File: src/design/per_client_flood_token_bucket_macros.svh
// Assertion macros shared by the flood limiter RTL.
`ifndef PER_CLIENT_FLOOD_TOKEN_BUCKET_MACROS_SVH
`define PER_CLIENT_FLOOD_TOKEN_BUCKET_MACROS_SVH

// Same-cycle implication, disabled while reset is held.
`define FCB_ASSERT_IMP(label, clk, rstn, ante, cons) \
    label: assert property (@(posedge clk) disable iff (!rstn) (ante) |-> (cons)) \
        else $error("flood limiter check failed");

// Next-cycle implication, disabled while reset is held.
`define FCB_ASSERT_NXT(label, clk, rstn, ante, cons) \
    label: assert property (@(posedge clk) disable iff (!rstn) (ante) |=> (cons)) \
        else $error("flood limiter check failed");

`endif

File: src/design/fcb_pkg.sv
// Shared types, codes and constants of the per-client flood limiter.
`timescale 1ns / 1ps
`default_nettype none
package fcb_pkg;

    localparam int NUM_CLIENTS_DEF = 1024;

    localparam int ID_W      = 10;
    localparam int CLASS_W   = 2;
    localparam int LINES_W   = 12;
    localparam int AGE_W     = 16;
    localparam int COST_W    = 8;
    localparam int CTR_W     = 19;
    localparam int OUT_CTR_W = 18;
    localparam int QUOT_W    = 10;   // quotient never exceeds 4 * 255
    localparam int CFG_IDX_W = 3;
    localparam int CFG_DATA_W = 16;
    localparam int TDATA_W   = 48;
    localparam int TUSER_W   = 2;

    localparam logic [7:0]  BURST_MAX_RST  = 8'd10;
    localparam logic [7:0]  BURST_RATE_RST = 8'd5;
    localparam logic [7:0]  COST_RST       = 8'd1;
    localparam logic [7:0]  DRAIN_RST      = 8'd1;
    localparam logic        BONUS_RST      = 1'b0;
    localparam logic [15:0] DELAY_RST      = 16'd0;
    localparam logic [11:0] MAXQ_RST       = 12'd20;

    typedef enum logic [1:0] {
        CMD_TICK,
        CMD_READ,
        CMD_END_GRACE,
        CMD_NEW_CLIENT
    } fcb_cmd_t;

    typedef enum logic [1:0] {
        CLS_UNKNOWN,
        CLS_REGISTERED,
        CLS_SERVER,
        CLS_EXEMPT
    } fcb_class_t;

    typedef enum logic [CFG_IDX_W-1:0] {
        CFG_BURST_MAX,
        CFG_BURST_RATE,
        CFG_MESSAGE_COST,
        CFG_DRAIN_PER_TICK,
        CFG_OPER_BONUS,
        CFG_GRACE_DELAY,
        CFG_MAX_QUEUED
    } fcb_cfg_t;

    typedef struct packed {
        logic             grace_done;
        logic [CTR_W-1:0] flood_counter;
    } fcb_entry_t;

    typedef struct packed {
        logic              start;
        logic [CTR_W-1:0]  dividend;
        logic [COST_W-1:0] divisor;
    } fcb_div_req_t;

    typedef struct packed {
        logic              busy;
        logic              done;
        logic [QUOT_W-1:0] quotient;
    } fcb_div_rsp_t;

endpackage
`default_nettype wire

File: src/design/fcb_div.sv
// Restoring divider: one quotient bit per cycle, quotient known to fit QUOT_W bits.
`timescale 1ns / 1ps
`default_nettype none
module fcb_div import fcb_pkg::*; (
    input  logic         aclk,
    input  logic         aresetn,
    input  fcb_div_req_t req,
    output fcb_div_rsp_t rsp
);

    localparam int STEP_W = $clog2(QUOT_W);

    logic              busy_reg;
    logic              done_reg;
    logic [STEP_W-1:0] step_reg;
    logic [CTR_W-1:0]  rem_reg;
    logic [COST_W-1:0] den_reg;
    logic [QUOT_W-1:0] quot_reg;
    logic [CTR_W-1:0]  shifted;
    logic              ge;

    assign shifted = {{(CTR_W - COST_W){1'b0}}, den_reg} << step_reg;
    assign ge      = rem_reg >= shifted;

    always_ff @(posedge aclk) begin
        if (!aresetn) begin
            busy_reg <= 1'b0;
            done_reg <= 1'b0;
            step_reg <= '0;
        end else begin
            if (req.start) begin
                busy_reg <= 1'b1;
                done_reg <= 1'b0;
                step_reg <= STEP_W'(QUOT_W - 1);
            end else if (busy_reg) begin
                if (step_reg == '0) begin
                    busy_reg <= 1'b0;
                    done_reg <= 1'b1;
                end else begin
                    done_reg <= 1'b0;
                    step_reg <= step_reg - 1'b1;
                end
            end else begin
                done_reg <= 1'b0;
            end
        end
    end

    always_ff @(posedge aclk) begin
        if (req.start) begin
            rem_reg  <= req.dividend;
            den_reg  <= req.divisor;
            quot_reg <= '0;
        end else if (busy_reg) begin
            if (ge) begin
                rem_reg <= rem_reg - shifted;
            end
            quot_reg <= {quot_reg[QUOT_W-2:0], ge};
        end
    end

    assign rsp.busy     = busy_reg;
    assign rsp.done     = done_reg;
    assign rsp.quotient = quot_reg;

endmodule
`default_nettype wire

File: config.mk
export PLATFORM = sky130hd
export DESIGN_NAME = fcb_div
export DESIGN_NICKNAME = d
export VERILOG_FILES = /design/src/design/per_client_flood_token_bucket_macros.svh /design/src/design/fcb_pkg.sv /design/src/design/fcb_div.sv
export SDC_FILE = /design/constraint.sdc
export NUM_CORES = 1
export LEC_CHECK = 0
export BUFFER_PORTS_ARGS = -buffer_cell sky130_fd_sc_hd__buf_4
export CORE_MARGIN = 2
export CORE_UTILIZATION = 63
export DETAILED_ROUTE_END_ITERATION = 8
export GPL_TIMING_DRIVEN = 0
export PLACE_DENSITY = 0.86
export SLEW_MARGIN = 20
export SYNTH_ARGS = -nofsm -noshare
export SYNTH_HDL_FRONTEND = slang
export SYNTH_SLANG_ARGS = --single-unit
export TNS_END_PERCENT = 20
File: constraint.sdc
create_clock -name aclk -period 8.9 [get_ports aclk]
set_input_delay 0.89 -clock aclk [delete_from_list [all_inputs] [get_ports aclk]]
set_output_delay 0.89 -clock aclk [all_outputs]
set_load 0.05 [all_outputs]
==> metrics.md <==
| Metric | Value |
|---|---|
| # port buffers | 41 |
| TNS Setup | 0 ns |
| Max reg flops | 19 |
| Layout Skew | 0.00545 ns |
| All-layer global routing usage | 0.297 |
| Delay-heaviest family, CP | compound AO/OA/AOI/OAI gates |
| CP cell instances | clkbuf_1 > clkinv_1 > nor2_1 > a32oi_1 > ha_1 > a21oi_1 > o21ai_0 > o41ai_2 > o31a_1 > o21ai_2 > buf_6 |
| Pre-Repair DR Iteration Count | 5 |
| Starting Density | 0.662 |
| CTS Buffer Depth | 2 |
| Vias in the first global route | 2,710 |
| Most common cell after layout, fill and taps aside | buf_4 |
| Grt ovf | 0 |
| Power, Total | 0.830 mW |
| Critical Path Fanout Max | 10 |
| Die X | between 70 and 80 µm |
| Inst Count DP | 454 |
| Fillers | roughly 390 |
| CTS root buffer | clkbuf_8 |
| Mux cell area share after synthesis | 0.0823 |
| Cell Area, Synth | 3150 µm² |
| CP max-delay cell | o21ai_0 |
| Syn_nets | 397 |
| Layout cells sized above 1 | 0.208 |
| Main combinational cell family by area after synthesis | compound AO/OA/AOI/OAI gates |
| Worst IR Drop VDD | 0.126 mV |
| Ys Warns | 0 |
| CTS sink count | 43 |
| DR iter-0 viols | 265 |
| Post-synth EDFFs | 27 |
| Final setup vio count | 0 |
| Post-CTS setup buffers | 0 |
| Cells after Synth | 345 |
| Final critical-path required period | 4.12 ns |
| CP arrival | 4.13 ns |
| Mean post-synth cell area | roughly 9.1 µm² |
| Pwr/cell area | 227 nW/µm² |
| Relative slew slack | 0.550 |
| Critical Path RT | 8.92 ns |
| Largest net degree at the start of global routing | 15 |
| WL final | around 7700 µm |
| # IOs | 42 |
| Source-to-sink clock delay at the later pin of the worst-skew pair | about 0.30 ns |
| Top FF cell, synth | edfxtp_1 |
| ANT cells | 0 |
| Post-synth cell types | 60 |
| Compound-cell area share of the yosys netlist | 0.215 |
| Post-layout nets | 446 |
| R2R Setup Slk | 4.78 ns |
| Post-CTS Hold Fix Bufs | 0 |
| Final worst path period share | 0.462 |
| Full die area | about 5600 µm² |
| Cell Count, Final, Fillers Out | 462 |
| Via count | around 2,800 |
| Slew @ Worst Pin | 0.667 ns |
| # H-tree levels | 2 |
| Setup crit start kind | flop |
| Initial antenna violation count | 0 |
| Drt wl/cell | between 15 and 20 µm |
| Post-Synth Adder-Cell Area | 0.0899 |
| Gpl congestion | 0.935 |
| Final worst setup slack | between 4 and 5 ns |
| CP Capture Type | flop |
| Async SR Flop Fraction | 0 |
| Final hold slack | 0.524 ns |
| Slew Viols, Final | 0 |
| CTS Buf Count | 5 |
| Crit path buffers/inverters | 3 |
| Synth Area in Simple Gates | 0.172 |
| RSZ-0062 raised after global routing | no |
| Worst path max stage delay | 0.54 ns |
| Residual DRC count | 0 |
| Wire length of the first global-routing pass | 12,600 µm |
| Final count of hold timing violations | 0 |
| Yosys reg bits | between 40 and 50 |
| CTS clk-pin slew, worst paths | 0.09 ns |
| FP Rows | 25 |
| Area grow syn2layout | 16.3% |
| Sequential area share after synthesis | 0.360 |
| Leakage | roughly 1.5 nW |
| TritonCTS clock tree | yes |
| Placement Setup Slack | 4.88 ns |
| FMAX | 243 MHz |
| DPL Wire Length | 5890 µm |
| # resized after CTS | 0 |
| WS Path Type | reg -> reg |
| Status | complete, no violations |
| Max-cap violations | 0 |
| Die Height | around 75 µm |
| Synth Area in XOR/XNOR | 0.0278 |
| Drt via density | 6.16 |
| Core area | 4750 µm² |
| Commonest non-fill, non-tap cells in the layout | 44 x buf_4, 41 x nand2_1, 28 x nor2_1 |
| Type of the worst min-delay path | reg -> reg |
| Detail Route Antenna Nets | 0 |
-- cell type report --
| type | count | area (µm²) | area share |
|---|---|---|---|
| Buffer | 17 | 108 | 0.0294 |
| Multi-Input combinational cell | 269 | 1850 | 0.506 |
| Sequential cell | 43 | 1130 | 0.309 |
| Tap cell | 67 | 83.8 | 0.0229 |
| Timing Repair Buffer | 42 | 319 | 0.0872 |
| Clock buffer | 6 | 93.8 | 0.0256 |
| Clock inverter | 2 | 13.8 | 0.00376 |
| Inverter | 16 | 60.1 | 0.0164 |
-- metal layers --
metal	up-vias	wire length, µm	GRT usage
met4	0	167	0.0933
met3	25	514	0.0482
met1	1330	3230	0.389
met2	125	3750	0.504
li1	1366	-	-
met5	-	0	0
-- cells in the mapped netlist, types with 3 or more instances --
| master | number | area share |
|---|---|---|
| xnor2_1 | 6 | 0.017 |
| edfxtp_1 | 27 | 0.26 |
| o211ai_1 | 3 | 0.0072 |
| a21oi_2 | 4 | 0.011 |
| nor3_1 | 8 | 0.013 |
| buf_2 | 3 | 0.0048 |
| nor2b_1 | 3 | 0.0060 |
| buf_4 | 3 | 0.0072 |
| a21o_1 | 6 | 0.014 |
| mux2_2 | 7 | 0.025 |
| inv_1 | 15 | 0.018 |
| a21oi_1 | 19 | 0.030 |
| clkbuf_1 | 5 | 0.0060 |
| ha_1 | 21 | 0.084 |
| nand2b_1 | 5 | 0.0099 |
| a22oi_1 | 4 | 0.0095 |
| o31ai_1 | 5 | 0.012 |
| nand3_1 | 7 | 0.011 |
| nor2_1 | 28 | 0.033 |
| o21ai_0 | 20 | 0.032 |
| a211oi_1 | 5 | 0.012 |
| nand4_1 | 5 | 0.0099 |
| and3_1 | 4 | 0.0080 |
| xor2_1 | 4 | 0.011 |
| a32oi_1 | 3 | 0.0084 |
| or2_2 | 3 | 0.0060 |
| mux2i_1 | 18 | 0.057 |
| o21a_1 | 8 | 0.019 |
| nand2_1 | 41 | 0.049 |
| dfxtp_1 | 16 | 0.10 |
-- cell families (layout without fill, tap and decap cells) --
family | Yosys count | after routing
compound gates | 97 | 97
xor+xnor | 10 | 10
fa+ha+maj | 22 | 22
buf+inv | 33 | 83
flops | 43 | 43
mux | 25 | 25
simple gates | 115 | 115
-- through the flow --
| step | util | instance area, µm² |
|---|---|---|
| 2_1_floorplan | - | 3150 |
| 5_1_grt | 0.770 | 3660 |
| 4_1_cts | 0.770 | 3660 |
| 3_5_place_dp | 0.747 | 3550 |
| 3_3_place_gp | 0.744 | 3540 |
| 6_report | 0.770 | 3660 |
-- tightest hold or removal path, stage by stage, from the launching register on --
cell	delay, ns
dfxtp_1	0.34
nor2_1	0.10
nor3_1	0.05
-- where the power goes --
part	switching, mW	internal [mW]	total, mW
logic	0.245	0.171	0.416
clock network	0.0753	0.0724	0.148
registers	0.0135	0.252	0.266
-- path summary, 6_finish.rpt --
path	startpoint	depth (start not counted)	endpoint
hold reg to reg	quot_reg[0]	2	quot_reg[0]
setup reg to reg	step_reg[3]	11	rem_reg[18]
setup / recovery	step_reg[3]	11	rem_reg[18]
hold / removal	quot_reg[0]	2	quot_reg[0]
(Power assumes the default switching activity.)
